[config.mk]
export PLATFORM = sky130hd
export DESIGN_NAME = headlamp_level_servo_core_flat
export DESIGN_NICKNAME = d
export VERILOG_FILES = /design/src/hw/rtl/hlsrv_pkg.sv /design/src/hw/rtl/hlsrv_in_if.sv /design/src/hw/rtl/hlsrv_out_if.sv /design/src/hw/rtl/hlsrv_ram.sv /design/src/hw/rtl/hlsrv_lane.sv /design/src/hw/rtl/hlsrv_merge.sv /design/src/hw/rtl/headlamp_level_servo_core.sv /design/src/flat_wrapper.sv
export SDC_FILE = /design/constraint.sdc
export NUM_CORES = 2
export LEC_CHECK = 0
export BUFFER_PORTS_ARGS = -buffer_cell sky130_fd_sc_hd__buf_2
export CAP_MARGIN = 20
export CORE_MARGIN = 2
export CORE_UTILIZATION = 45
export DETAILED_ROUTE_END_ITERATION = 8
export PLACE_DENSITY = 0.71
export SYNTH_ARGS = -nofsm -noshare
export SYNTH_HDL_FRONTEND = slang
export SYNTH_SLANG_ARGS = --single-unit
[constraint.sdc]
create_clock -name clk -period 8.16 [get_ports clk]
set_input_delay 0 -clock clk [delete_from_list [all_inputs] [get_ports clk]]
set_output_delay 0 -clock clk [all_outputs]
set_load 0.01 [all_outputs]
[src/hw/rtl/hlsrv_pkg.sv]
`timescale 1ns / 1ps

package hlsrv_pkg;

	// Fixed widths of the channel fields.
	localparam int SAMPLE_FIELD_W = 10;
	localparam int WIPER_W        = 8;
	localparam int UOFF_W         = 13;
	localparam int ERR_W          = 14;

	// Configuration port.
	localparam int CFG_IDX_W  = 3;
	localparam int CFG_DATA_W = 11;

	localparam logic [CFG_IDX_W-1:0] CFG_HEADROOM_LIMIT = 3'd0;
	localparam logic [CFG_IDX_W-1:0] CFG_OUTPUT_FLOOR   = 3'd1;
	localparam logic [CFG_IDX_W-1:0] CFG_DEFAULT_OFFSET = 3'd2;
	localparam logic [CFG_IDX_W-1:0] CFG_DEADBAND       = 3'd3;
	localparam logic [CFG_IDX_W-1:0] CFG_OFFSET_STEP    = 3'd4;

	// Wiper limits.
	localparam logic [WIPER_W-1:0] WIPER_MAX   = 8'd255;
	localparam logic [WIPER_W-1:0] WIPER_RESET = 8'd128;

	// Saturation bounds.
	localparam logic signed [UOFF_W-1:0] UOFF_MIN = -13'sd4096;
	localparam logic signed [UOFF_W-1:0] UOFF_MAX = 13'sd4095;
	localparam logic signed [ERR_W-1:0]  ERR_MIN  = -14'sd8192;
	localparam logic signed [ERR_W-1:0]  ERR_MAX  = 14'sd8191;

	// Extra offset steps after a raise or lower near the opposite bound.
	localparam int RETRY_LIMIT = 10;
	localparam int RETRY_W     = 4;

	typedef enum logic [1:0] {
		OP_TICK  = 2'd0,
		OP_RAISE = 2'd1,
		OP_LOWER = 2'd2,
		OP_CLEAR = 2'd3
	} opcode_t;

	typedef enum logic [1:0] {
		ACT_NONE = 2'd0,
		ACT_DEC  = 2'd1,
		ACT_INC  = 2'd2
	} action_t;

	typedef struct packed {
		logic [9:0]        headroom_limit;
		logic [9:0]        output_floor;
		logic signed [10:0] default_offset;
		logic [7:0]        deadband;
		logic [7:0]        offset_step;
	} cfg_t;

	localparam cfg_t CFG_RESET = '{
		headroom_limit: 10'd140,
		output_floor:   10'd140,
		default_offset: 11'sd0,
		deadband:       8'd5,
		offset_step:    8'd19
	};

	// Sequencer controls shared by the three averaging lanes.
	typedef struct packed {
		logic wr_en;
		logic rd_en;
		logic acc_clr;
		logic mul_en;
		logic avg_en;
	} lane_ctl_t;

	// Sequencer controls for the merge stage.
	typedef struct packed {
		logic    start;
		logic    decide;
		logic    cmd;
		logic    retry;
		opcode_t op;
	} merge_ctl_t;

endpackage

[src/hw/rtl/hlsrv_in_if.sv]
`timescale 1ns / 1ps

interface hlsrv_in_if import hlsrv_pkg::*; ();
	logic                      valid;
	logic                      ready;
	opcode_t                   opcode;
	logic [SAMPLE_FIELD_W-1:0] ref_sample;
	logic [SAMPLE_FIELD_W-1:0] sensor_sample;
	logic [SAMPLE_FIELD_W-1:0] check_sample;

	modport source (
		output valid, opcode, ref_sample, sensor_sample, check_sample,
		input  ready
	);
	modport sink (
		input  valid, opcode, ref_sample, sensor_sample, check_sample,
		output ready
	);
endinterface

[src/hw/rtl/hlsrv_out_if.sv]
`timescale 1ns / 1ps

interface hlsrv_out_if import hlsrv_pkg::*; ();
	logic                      valid;
	logic                      ready;
	logic [WIPER_W-1:0]        wiper;
	action_t                   wiper_action;
	logic                      averages_ready;
	logic signed [UOFF_W-1:0]  user_offset_now;
	logic signed [ERR_W-1:0]   control_error;

	modport source (
		output valid, wiper, wiper_action, averages_ready, user_offset_now, control_error,
		input  ready
	);
	modport sink (
		input  valid, wiper, wiper_action, averages_ready, user_offset_now, control_error,
		output ready
	);
endinterface

[src/hw/rtl/hlsrv_ram.sv]
`timescale 1ns / 1ps

module hlsrv_ram #(
	parameter int WIDTH = 10,
	parameter int DEPTH = 10,
	localparam int ADDR_W = (DEPTH > 1) ? $clog2(DEPTH) : 1
) (
	input  logic              clk,
	input  logic              we,
	input  logic              re,
	input  logic [ADDR_W-1:0] addr,
	input  logic [WIDTH-1:0]  wdata,
	output logic [WIDTH-1:0]  rdata
);

	logic [WIDTH-1:0] mem [DEPTH];

	always_ff @(posedge clk) begin
		if (we) begin
			mem[addr] <= wdata;
		end
		if (re) begin
			rdata <= mem[addr];
		end
	end

endmodule

[src/hw/rtl/hlsrv_lane.sv]
`timescale 1ns / 1ps

module hlsrv_lane import hlsrv_pkg::*; #(
	parameter int AVG_DEPTH = 10,
	parameter int SAMPLE_W  = 10,
	localparam int ADDR_W = $clog2(AVG_DEPTH)
) (
	input  logic                clk,
	input  logic                arst_n,
	input  lane_ctl_t           ctl,
	input  logic [ADDR_W-1:0]   addr,
	input  logic [SAMPLE_W-1:0] sample,
	output logic [SAMPLE_W-1:0] average
);

	// The sum of all entries needs SUM_W bits; the average is the sum times a
	// rounded-up reciprocal, shifted right. This is exact for every sum below
	// 2**SUM_W.
	localparam int SUM_W   = SAMPLE_W + $clog2(AVG_DEPTH);
	localparam int SHIFT   = SUM_W + $clog2(AVG_DEPTH);
	localparam int MAGIC_W = SUM_W + 2;
	localparam int PROD_W  = SUM_W + MAGIC_W;
	localparam logic [MAGIC_W-1:0] MAGIC = MAGIC_W'((1 << SHIFT) / AVG_DEPTH + 1);

	logic [SAMPLE_W-1:0] rdata;
	logic                rd_valid_s1;
	logic [SUM_W-1:0]    sum_q;
	logic [PROD_W-1:0]   prod_s2;
	logic [SAMPLE_W-1:0] avg_q;

	hlsrv_ram #(
		.WIDTH (SAMPLE_W),
		.DEPTH (AVG_DEPTH)
	) u_ring (
		.clk   (clk),
		.we    (ctl.wr_en),
		.re    (ctl.rd_en),
		.addr  (addr),
		.wdata (sample),
		.rdata (rdata)
	);

	always_ff @(posedge clk or negedge arst_n) begin
		if (!arst_n) begin
			rd_valid_s1 <= 1'b0;
			avg_q       <= '0;
		end else begin
			rd_valid_s1 <= ctl.rd_en;
			if (ctl.avg_en) begin
				avg_q <= prod_s2[SHIFT +: SAMPLE_W];
			end
		end
	end

	always_ff @(posedge clk) begin
		if (ctl.acc_clr) begin
			sum_q <= '0;
		end else if (rd_valid_s1) begin
			sum_q <= sum_q + SUM_W'(rdata);
		end
		if (ctl.mul_en) begin
			prod_s2 <= PROD_W'(sum_q) * PROD_W'(MAGIC);
		end
	end

	assign average = avg_q;

endmodule

[src/hw/rtl/hlsrv_merge.sv]
`timescale 1ns / 1ps

module hlsrv_merge import hlsrv_pkg::*; #(
	parameter int SAMPLE_W = 10
) (
	input  logic                     clk,
	input  logic                     arst_n,
	input  merge_ctl_t               ctl,
	input  cfg_t                     cfg,
	input  logic [SAMPLE_W-1:0]      ref_avg,
	input  logic [SAMPLE_W-1:0]      sens_avg,
	input  logic [SAMPLE_W-1:0]      chk_avg,
	output logic [WIPER_W-1:0]       wiper,
	output action_t                  action,
	output logic signed [UOFF_W-1:0] user_offset,
	output logic signed [ERR_W-1:0]  ctrl_err
);

	function automatic logic signed [UOFF_W-1:0] sat_uoff(input logic signed [UOFF_W:0] v);
		if (v > (UOFF_W + 1)'(UOFF_MAX)) begin
			return UOFF_MAX;
		end else if (v < (UOFF_W + 1)'(UOFF_MIN)) begin
			return UOFF_MIN;
		end
		return UOFF_W'(v);
	endfunction

	logic [WIPER_W-1:0]       wiper_q;
	action_t                  action_q;
	logic signed [UOFF_W-1:0] uoff_q;
	logic                     retry_en_q;
	logic                     retry_up_q;

	logic signed [11:0]       ref_s, sens_s, chk_s, margin, chk_room;
	logic signed [12:0]       head_room;
	logic                     head_ok, floor_ok, near_raise, near_lower;
	logic signed [ERR_W:0]    err_raw, err_w, db_w;
	logic signed [UOFF_W-1:0] uoff_plus, uoff_minus;

	always_comb begin
		ref_s     = $signed(12'(ref_avg));
		sens_s    = $signed(12'(sens_avg));
		chk_s     = $signed(12'(chk_avg));
		margin    = ref_s - chk_s;
		head_ok   = margin >= $signed(12'(cfg.headroom_limit));
		floor_ok  = chk_s >= $signed(12'(cfg.output_floor));
		chk_room  = chk_s - $signed(12'(cfg.output_floor));
		head_room = 13'(margin) - $signed(13'(cfg.headroom_limit));
		// A raise or lower close to the opposite bound gets the extra steps.
		near_raise = chk_room < $signed(12'(cfg.offset_step));
		near_lower = head_room < $signed(13'(cfg.offset_step));

		err_raw = (ERR_W + 1)'(sens_s) - (ERR_W + 1)'(chk_s)
			+ (ERR_W + 1)'(cfg.default_offset) + (ERR_W + 1)'(uoff_q);
		if (err_raw > (ERR_W + 1)'(ERR_MAX)) begin
			ctrl_err = ERR_MAX;
		end else if (err_raw < (ERR_W + 1)'(ERR_MIN)) begin
			ctrl_err = ERR_MIN;
		end else begin
			ctrl_err = ERR_W'(err_raw);
		end
		err_w = (ERR_W + 1)'(ctrl_err);
		db_w  = $signed((ERR_W + 1)'(cfg.deadband));

		uoff_plus  = sat_uoff((UOFF_W + 1)'(uoff_q) + $signed((UOFF_W + 1)'(cfg.offset_step)));
		uoff_minus = sat_uoff((UOFF_W + 1)'(uoff_q) - $signed((UOFF_W + 1)'(cfg.offset_step)));
	end

	always_ff @(posedge clk or negedge arst_n) begin
		if (!arst_n) begin
			wiper_q    <= WIPER_RESET;
			action_q   <= ACT_NONE;
			uoff_q     <= '0;
			retry_en_q <= 1'b0;
			retry_up_q <= 1'b0;
		end else begin
			if (ctl.start) begin
				action_q   <= ACT_NONE;
				retry_en_q <= 1'b0;
			end
			if (ctl.decide) begin
				if (err_w < 0 && wiper_q != '0 && floor_ok) begin
					if (err_w < -db_w) begin
						wiper_q  <= wiper_q - WIPER_W'(1);
						action_q <= ACT_DEC;
					end
				end else if (err_w > 0 && wiper_q != WIPER_MAX && head_ok) begin
					if (err_w > db_w) begin
						wiper_q  <= wiper_q + WIPER_W'(1);
						action_q <= ACT_INC;
					end
				end
			end
			if (ctl.cmd) begin
				case (ctl.op)
					OP_RAISE: begin
						if (head_ok) begin
							uoff_q     <= uoff_plus;
							retry_en_q <= near_raise;
							retry_up_q <= 1'b1;
						end
					end
					OP_LOWER: begin
						if (floor_ok) begin
							uoff_q     <= uoff_minus;
							retry_en_q <= near_lower;
							retry_up_q <= 1'b0;
						end
					end
					OP_CLEAR: begin
						uoff_q <= '0;
					end
					default: begin
					end
				endcase
			end
			// Once the error has crossed zero the offset stops moving, so later
			// steps leave it alone without an explicit exit.
			if (ctl.retry && retry_en_q) begin
				if (retry_up_q && err_w < 0) begin
					uoff_q <= uoff_plus;
				end else if (!retry_up_q && err_w > 0) begin
					uoff_q <= uoff_minus;
				end
			end
		end
	end

	assign wiper       = wiper_q;
	assign action      = action_q;
	assign user_offset = uoff_q;

endmodule

[src/hw/rtl/headlamp_level_servo_core.sv]
`timescale 1ns / 1ps

// Headlamp level servo core.
// Items arrive on the cmd channel (valid/ready): a sample tick carrying the
// reference, sensor and check ADC readings, or a raise, lower or clear of the
// user offset. Every item gives exactly one result on the result channel:
// wiper position, wiper action, ring-full flag, user offset and control error.
// Configuration registers are written through cfg_write_en/cfg_index/cfg_data.
// The user must write them only while the block is idle; the block itself does
// not enforce this. An index beyond the register list is ignored. A tick while
// the rings are still filling goes straight to the finishing step; once they
// are full a tick first runs the sweep that reads each ring entry one per cycle,
// then the drain, multiply, divide and decide steps. A clear runs the command
// step, a raise or lower the command step and then the offset retry steps. One
// item is in work at a time; a new item is taken the cycle after the result is loaded.
// The result register parts the two sides: a stalled receiver holds only the
// finishing step of the next item. Reset clears the rings' fill state, the
// averages and the user offset, puts the wiper at mid scale and loads the
// configuration defaults.
module headlamp_level_servo_core import hlsrv_pkg::*; #(
	parameter int AVG_DEPTH   = 10,
	parameter int SAMPLE_BITS = 10
) (
	input  logic                  clk,
	input  logic                  arst_n,
	hlsrv_in_if.sink              cmd,
	hlsrv_out_if.source           result,
	input  logic                  cfg_write_en,
	input  logic [CFG_IDX_W-1:0]  cfg_index,
	input  logic [CFG_DATA_W-1:0] cfg_data
);

	// Only the low SAMPLE_BITS of each reading matter, and a reading never has
	// more bits than its field.
	localparam int SAMPLE_W = (SAMPLE_BITS < SAMPLE_FIELD_W) ? SAMPLE_BITS : SAMPLE_FIELD_W;
	localparam int ADDR_W   = $clog2(AVG_DEPTH);
	localparam logic [ADDR_W-1:0]  LAST_SLOT  = ADDR_W'(AVG_DEPTH - 1);
	localparam logic [RETRY_W-1:0] LAST_RETRY = RETRY_W'(RETRY_LIMIT - 1);
	localparam int LANE_REF  = 0;
	localparam int LANE_SENS = 1;
	localparam int LANE_CHK  = 2;
	localparam int LANES     = 3;

	typedef enum logic [3:0] {
		ST_IDLE,
		ST_SWEEP,
		ST_DRAIN,
		ST_MUL,
		ST_DIV,
		ST_DECIDE,
		ST_CMD,
		ST_RETRY,
		ST_DONE
	} state_t;

	state_t                   state_q;
	opcode_t                  op_q;
	logic [ADDR_W-1:0]        slot_q;
	logic [ADDR_W-1:0]        sweep_q;
	logic [RETRY_W-1:0]       retry_q;
	logic                     full_q;
	cfg_t                     cfg_q;

	logic                     out_valid_q;
	logic [WIPER_W-1:0]       out_wiper_q;
	action_t                  out_action_q;
	logic                     out_full_q;
	logic signed [UOFF_W-1:0] out_uoff_q;
	logic signed [ERR_W-1:0]  out_err_q;

	logic                     accept;
	lane_ctl_t                lane_ctl;
	merge_ctl_t               merge_ctl;
	logic [ADDR_W-1:0]        lane_addr;
	logic [SAMPLE_W-1:0]      lane_sample [LANES];
	logic [SAMPLE_W-1:0]      lane_avg    [LANES];

	logic [WIPER_W-1:0]       m_wiper;
	action_t                  m_action;
	logic signed [UOFF_W-1:0] m_uoff;
	logic signed [ERR_W-1:0]  m_err;

	assign cmd.ready = (state_q == ST_IDLE);
	assign accept    = cmd.valid && cmd.ready;

	// The tick's readings go into the rings in the transfer cycle; the sweep
	// reads them back afterwards through the same port.
	always_comb begin
		lane_ctl.wr_en   = accept && (cmd.opcode == OP_TICK);
		lane_ctl.rd_en   = (state_q == ST_SWEEP);
		lane_ctl.acc_clr = accept;
		lane_ctl.mul_en  = (state_q == ST_MUL);
		lane_ctl.avg_en  = (state_q == ST_DIV);
		lane_addr        = (state_q == ST_SWEEP) ? sweep_q : slot_q;

		merge_ctl.start  = accept;
		merge_ctl.decide = (state_q == ST_DECIDE);
		merge_ctl.cmd    = (state_q == ST_CMD);
		merge_ctl.retry  = (state_q == ST_RETRY);
		merge_ctl.op     = op_q;
	end

	assign lane_sample[LANE_REF]  = cmd.ref_sample[SAMPLE_W-1:0];
	assign lane_sample[LANE_SENS] = cmd.sensor_sample[SAMPLE_W-1:0];
	assign lane_sample[LANE_CHK]  = cmd.check_sample[SAMPLE_W-1:0];

	// One lane per ADC channel, all driven by the same sequencer controls.
	for (genvar g = 0; g < LANES; g++) begin : g_lane
		hlsrv_lane #(
			.AVG_DEPTH (AVG_DEPTH),
			.SAMPLE_W  (SAMPLE_W)
		) u_lane (
			.clk     (clk),
			.arst_n  (arst_n),
			.ctl     (lane_ctl),
			.addr    (lane_addr),
			.sample  (lane_sample[g]),
			.average (lane_avg[g])
		);
	end

	// The merge stage combines the three averages into the control error and
	// owns the wiper and the user offset.
	hlsrv_merge #(
		.SAMPLE_W (SAMPLE_W)
	) u_merge (
		.clk         (clk),
		.arst_n      (arst_n),
		.ctl         (merge_ctl),
		.cfg         (cfg_q),
		.ref_avg     (lane_avg[LANE_REF]),
		.sens_avg    (lane_avg[LANE_SENS]),
		.chk_avg     (lane_avg[LANE_CHK]),
		.wiper       (m_wiper),
		.action      (m_action),
		.user_offset (m_uoff),
		.ctrl_err    (m_err)
	);

	// Configuration registers.
	always_ff @(posedge clk or negedge arst_n) begin
		if (!arst_n) begin
			cfg_q <= CFG_RESET;
		end else if (cfg_write_en) begin
			case (cfg_index)
				CFG_HEADROOM_LIMIT: cfg_q.headroom_limit <= cfg_data[9:0];
				CFG_OUTPUT_FLOOR:   cfg_q.output_floor   <= cfg_data[9:0];
				CFG_DEFAULT_OFFSET: cfg_q.default_offset <= $signed(cfg_data[10:0]);
				CFG_DEADBAND:       cfg_q.deadband       <= cfg_data[7:0];
				CFG_OFFSET_STEP:    cfg_q.offset_step    <= cfg_data[7:0];
				default: begin
				end
			endcase
		end
	end

	// Sequencer and result register.
	always_ff @(posedge clk or negedge arst_n) begin
		if (!arst_n) begin
			state_q      <= ST_IDLE;
			op_q         <= OP_TICK;
			slot_q       <= '0;
			sweep_q      <= '0;
			retry_q      <= '0;
			full_q       <= 1'b0;
			out_valid_q  <= 1'b0;
			out_wiper_q  <= WIPER_RESET;
			out_action_q <= ACT_NONE;
			out_full_q   <= 1'b0;
			out_uoff_q   <= '0;
			out_err_q    <= '0;
		end else begin
			if (result.valid && result.ready) begin
				out_valid_q <= 1'b0;
			end
			case (state_q)
				ST_IDLE: begin
					if (accept) begin
						op_q    <= cmd.opcode;
						sweep_q <= '0;
						if (cmd.opcode == OP_TICK) begin
							if (slot_q == LAST_SLOT) begin
								slot_q <= '0;
								full_q <= 1'b1;
							end else begin
								slot_q <= slot_q + ADDR_W'(1);
							end
							// Averages are formed only once every slot holds a reading.
							if (full_q || slot_q == LAST_SLOT) begin
								state_q <= ST_SWEEP;
							end else begin
								state_q <= ST_DONE;
							end
						end else begin
							state_q <= ST_CMD;
						end
					end
				end
				ST_SWEEP: begin
					if (sweep_q == LAST_SLOT) begin
						state_q <= ST_DRAIN;
					end else begin
						sweep_q <= sweep_q + ADDR_W'(1);
					end
				end
				ST_DRAIN: begin
					state_q <= ST_MUL;
				end
				ST_MUL: begin
					state_q <= ST_DIV;
				end
				ST_DIV: begin
					state_q <= ST_DECIDE;
				end
				ST_DECIDE: begin
					state_q <= ST_DONE;
				end
				ST_CMD: begin
					retry_q <= '0;
					if (op_q == OP_RAISE || op_q == OP_LOWER) begin
						state_q <= ST_RETRY;
					end else begin
						state_q <= ST_DONE;
					end
				end
				ST_RETRY: begin
					if (retry_q == LAST_RETRY) begin
						state_q <= ST_DONE;
					end else begin
						retry_q <= retry_q + RETRY_W'(1);
					end
				end
				ST_DONE: begin
					// Load the result once the register is free or being emptied.
					if (!out_valid_q || result.ready) begin
						out_valid_q  <= 1'b1;
						out_wiper_q  <= m_wiper;
						out_action_q <= m_action;
						out_full_q   <= full_q;
						out_uoff_q   <= m_uoff;
						out_err_q    <= m_err;
						state_q      <= ST_IDLE;
					end
				end
				default: begin
					state_q <= ST_IDLE;
				end
			endcase
		end
	end

	assign result.valid           = out_valid_q;
	assign result.wiper           = out_wiper_q;
	assign result.wiper_action    = out_action_q;
	assign result.averages_ready  = out_full_q;
	assign result.user_offset_now = out_uoff_q;
	assign result.control_error   = out_err_q;

endmodule

[src/flat_wrapper.sv]
// flat-port wrapper written by rule: the top's interface ports become plain ports
module headlamp_level_servo_core_flat import hlsrv_pkg::*;
#(
	parameter int AVG_DEPTH   = 10,
	parameter int SAMPLE_BITS = 10
)
  (clk, arst_n, cfg_write_en, cfg_index, cfg_data, cmd_valid, cmd_opcode, cmd_ref_sample, cmd_sensor_sample, cmd_check_sample, cmd_ready, result_valid, result_wiper, result_wiper_action, result_averages_ready, result_user_offset_now, result_control_error, result_ready);
  hlsrv_in_if cmd_i ();
  hlsrv_out_if result_i ();
  input  logic clk;
  input  logic arst_n;
  input  logic cfg_write_en;
  input  logic [CFG_IDX_W-1:0] cfg_index;
  input  logic [CFG_DATA_W-1:0] cfg_data;
  input wire logic [$bits(cmd_i.valid)-1:0] cmd_valid;
  input wire logic [$bits(cmd_i.opcode)-1:0] cmd_opcode;
  input wire logic [$bits(cmd_i.ref_sample)-1:0] cmd_ref_sample;
  input wire logic [$bits(cmd_i.sensor_sample)-1:0] cmd_sensor_sample;
  input wire logic [$bits(cmd_i.check_sample)-1:0] cmd_check_sample;
  output wire logic [$bits(cmd_i.ready)-1:0] cmd_ready;
  output wire logic [$bits(result_i.valid)-1:0] result_valid;
  output wire logic [$bits(result_i.wiper)-1:0] result_wiper;
  output wire logic [$bits(result_i.wiper_action)-1:0] result_wiper_action;
  output wire logic [$bits(result_i.averages_ready)-1:0] result_averages_ready;
  output wire logic [$bits(result_i.user_offset_now)-1:0] result_user_offset_now;
  output wire logic [$bits(result_i.control_error)-1:0] result_control_error;
  input wire logic [$bits(result_i.ready)-1:0] result_ready;
  assign cmd_i.valid = cmd_valid;
  assign cmd_i.opcode = cmd_opcode;
  assign cmd_i.ref_sample = cmd_ref_sample;
  assign cmd_i.sensor_sample = cmd_sensor_sample;
  assign cmd_i.check_sample = cmd_check_sample;
  assign cmd_ready = cmd_i.ready;
  assign result_valid = result_i.valid;
  assign result_wiper = result_i.wiper;
  assign result_wiper_action = result_i.wiper_action;
  assign result_averages_ready = result_i.averages_ready;
  assign result_user_offset_now = result_i.user_offset_now;
  assign result_control_error = result_i.control_error;
  assign result_i.ready = result_ready;
  headlamp_level_servo_core #(.AVG_DEPTH(AVG_DEPTH), .SAMPLE_BITS(SAMPLE_BITS)) u_core (.clk(clk), .arst_n(arst_n), .cmd(cmd_i), .result(result_i), .cfg_write_en(cfg_write_en), .cfg_index(cfg_index), .cfg_data(cfg_data));
endmodule
==> results.sh <==
export IMPL_drive_gt1_share_pct=11.4
export IMPL_grt_setup_unrepaired="false"
export IMPL_worstPathArrival_ns=7.95
export IMPL_syn_inst=3161
export IMPL_min_period_over_period_pct=91.3
export IMPL_areaGrowthSynthToFinish_pct=11.8
export IMPL_final_cell_mix="439 x ha_1, 426 x inv_1, 360 x edfxtp_1"
export IMPL_cpMaxStageDelayCell="a2111oi_0"
export IMPL_required_ns=8.65
export IMPL_max_slew_margin_pct=17.9
export IMPL_grt_busiest_layer="met2"
export IMPL_cts_max_level=2
export IMPL_grtUsageMet3_pct=2.66
export IMPL_synth_edff_count=360
export IMPL_grt_max_degree=93
export IMPL_critical_path_max_stage_delay_ns=0.87
export IMPL_drv_cap=0
export IMPL_layout_commonest_cell="ha_1"
export IMPL_clk_path_buf_depth=3
export IMPL_critPathLaunch="u_core.g_lane[2].u_lane.average[1]"
export IMPL_fp_dieArea_mm2=0.0851
export IMPL_clk_latency_ns=0.65
export IMPL_gp_congestion=0.904
export IMPL_setup_viol=0
export IMPL_end_kind="flop"
export IMPL_syn_mean_instance_area_um2=11.8
export IMPL_fmax_mhz=134
export IMPL_hold_viol=0
export IMPL_grt_pass1_vias=24500
export IMPL_met1_usage_pct=26.2
export IMPL_design_area_mm2=0.0416
export IMPL_layout_cells_non_filler=4443
export IMPL_grt_overflow=0
export IMPL_synth_cell_area_mm2=0.0372
export IMPL_initial_core_util_pct=45.4
export IMPL_synth_nets=3855
export IMPL_holdWs_ns=0.0238
export IMPL_rows=105
export IMPL_fin_crit_ns=7.45
export IMPL_hold_buffers=63
export IMPL_final_nets=4019
export IMPL_antenna_left=0
export IMPL_ys_types=90
export IMPL_dpl_hpwl_um=58200
export IMPL_route_detailed_drc=0
export IMPL_cts_buffers=58
export IMPL_n_antenna_cell=0
export IMPL_drt_wl_total_um=81000
export IMPL_ys_warn_count=0
export IMPL_startpoint_type="flop"
export IMPL_ioPinCount=91
export IMPL_antenna_found_initial=0
export IMPL_clkSlewWorstSetupHoldPaths_ns=0.07
export IMPL_num_vias=24100
export IMPL_drv_slew=0
export IMPL_grt_use_met2_pct=33.0
export IMPL_core_area_mm2=0.0820
export IMPL_die_x_um=292
export IMPL_postCtsSetupRepairBufs=0
export IMPL_multi_input_area_mm2=0.0197
export IMPL_firstDrtPassIters=8
export IMPL_die_height_um=292
export IMPL_wire_per_inst_um=18.2
export IMPL_cts_root_buf="clkbuf_16"
export IMPL_io_buffers=90
export IMPL_grt_usage_pct=19.2
export IMPL_rr_startpoint="u_core.g_lane[2].u_lane.average[1]"
export IMPL_status="finished, final reports clean"
export IMPL_synthArstFlopShare_pct=28.6
export IMPL_worstSetupPathType="reg -> reg"
export IMPL_grt_pass1_wl_um=132000
export IMPL_via_per_inst=5.42
export IMPL_drt_iter0_markers=1784
export IMPL_fin_skew_ns=0.0450
export IMPL_worst_hold_path_type="in -> async"
export IMPL_critPathMaxFanout=7
export IMPL_cts_resized_gates=0
export IMPL_ys_seq_elements=563
export IMPL_placement_cell_area_mm2=0.0390
export IMPL_nFillCells=7061
export IMPL_setup_tns_ns=0
export IMPL_worst_slew_pin_slew_ns=1.22
export IMPL_dp_cells=4271
export IMPL_clkSinkCount=563
export IMPL_ys_flop_type="edfxtp_1"
export IMPL_cts_tree="done"
export IMPL_r2r_slack_ns=0.71
export IMPL_ys_seq_area_share_pct=42.2
export IMPL_seqCellArea_mm2=0.0157
-- worst paths after layout --
kind	end	cells after the start
worst max-delay path	u_core.u_merge.wiper[2]	28
worst min-delay path	u_core.u_merge.user_offset[4]	2
worst max register to register	u_core.u_merge.wiper[2]	28
worst min register to register	u_core.g_lane[2].u_lane.average[2]	2
max in group asynchronous	u_core.cfg_q[34]	4
min in group clk	u_core.g_lane[2].u_lane.u_ring.mem[3][5]	2
-- cell usage after synthesis, types with 28 or more instances --
cell type / number / area [um^2]
mux2i_1: 51 / 510
dfrtp_1: 148 / 3700
fa_1: 204 / 4080
nand3_1: 39 / 195
ha_1: 439 / 5490
edfxtp_1: 360 / 10800
o21a_1: 29 / 218
mux4_2: 60 / 1350
a22oi_1: 37 / 278
inv_1: 426 / 1600
nor3_1: 44 / 220
xnor2_1: 90 / 788
nand2_1: 164 / 616
clkbuf_1: 54 / 203
o21ai_0: 175 / 876
nor2_1: 185 / 694
xor2_1: 31 / 272
a21oi_1: 118 / 591
dfxtp_1: 42 / 841
nand4_1: 28 / 175
mux2_2: 55 / 619
-- per-stage QoR --
stage,util [%],setup WS [ns]
final,50.8,0.706
after global routing,50.8,0.256
after CTS,50.7,0.806
after detailed placement,47.6,0.850
after global placement,47.6,1.01
after floorplan,-,1.76
-- cells by family after synthesis --
group | count (synthesis) | share of synthesized area (%)
flops | 563 | 42.2
mux | 171 | 6.87
simple gates | 594 | 7.53
fa+ha+maj | 643 | 25.7
buf+inv | 504 | 5.16
xor+xnor | 121 | 2.85
compound gates | 565 | 9.71
-- flip-flops by register name (all words and copies together) (netlist names), 2 cells and up --
register / count
u_core.u_merge.action: 2
u_core.result.user_offset_now: 13
u_core.g_lane.u_lane.u_ring.mem: 300
u_core.g_lane.u_lane.average: 30
u_core.state_q: 4
u_core.u_merge.wiper: 8
u_core.g_lane.u_lane.sum_q: 42
u_core.u_merge.user_offset: 13
u_core.g_lane.u_lane.prod_s2: 30
u_core.sweep_q: 4
u_core.cfg_q: 47
u_core.result.wiper_action: 2
u_core.op_q: 2
u_core.retry_q: 4
u_core.result.wiper: 8
u_core.slot_q: 4
u_core.g_lane.u_lane.u_ring.rdata: 30
u_core.result.control_error: 14
-- metal layers --
metal / routed length [um] / share of wire (%)
met1: 36600 / 45
met2: 39000 / 48
met3: 4070 / 5.0
met4: 1260 / 1.6
met5: 0 / 0
-- area by class of cell --
class	count	area share (%)
multi-input cells	2094	47.4
flip-flops and latches	563	37.7
inverters	429	3.87
clock buffers	72	3.61
well taps	1070	3.22
repair buffers	179	3.16
clock inverters	36	1.01
-- worst max-delay path, delay by kind of cell (launching register included) --
kind                       cells  cell delay (ns)
AOI/OAI and AO/OA             12             3.41
adders and majority gates      4             1.32
buffers and inverters          3             0.45
DFF                            1             0.41
muxes                          2             0.46
and+or+nand+nor                7             1.26
Power is not shown: default switching activity piles up to over one toggle a cycle in this logic, so the estimate is an artifact.
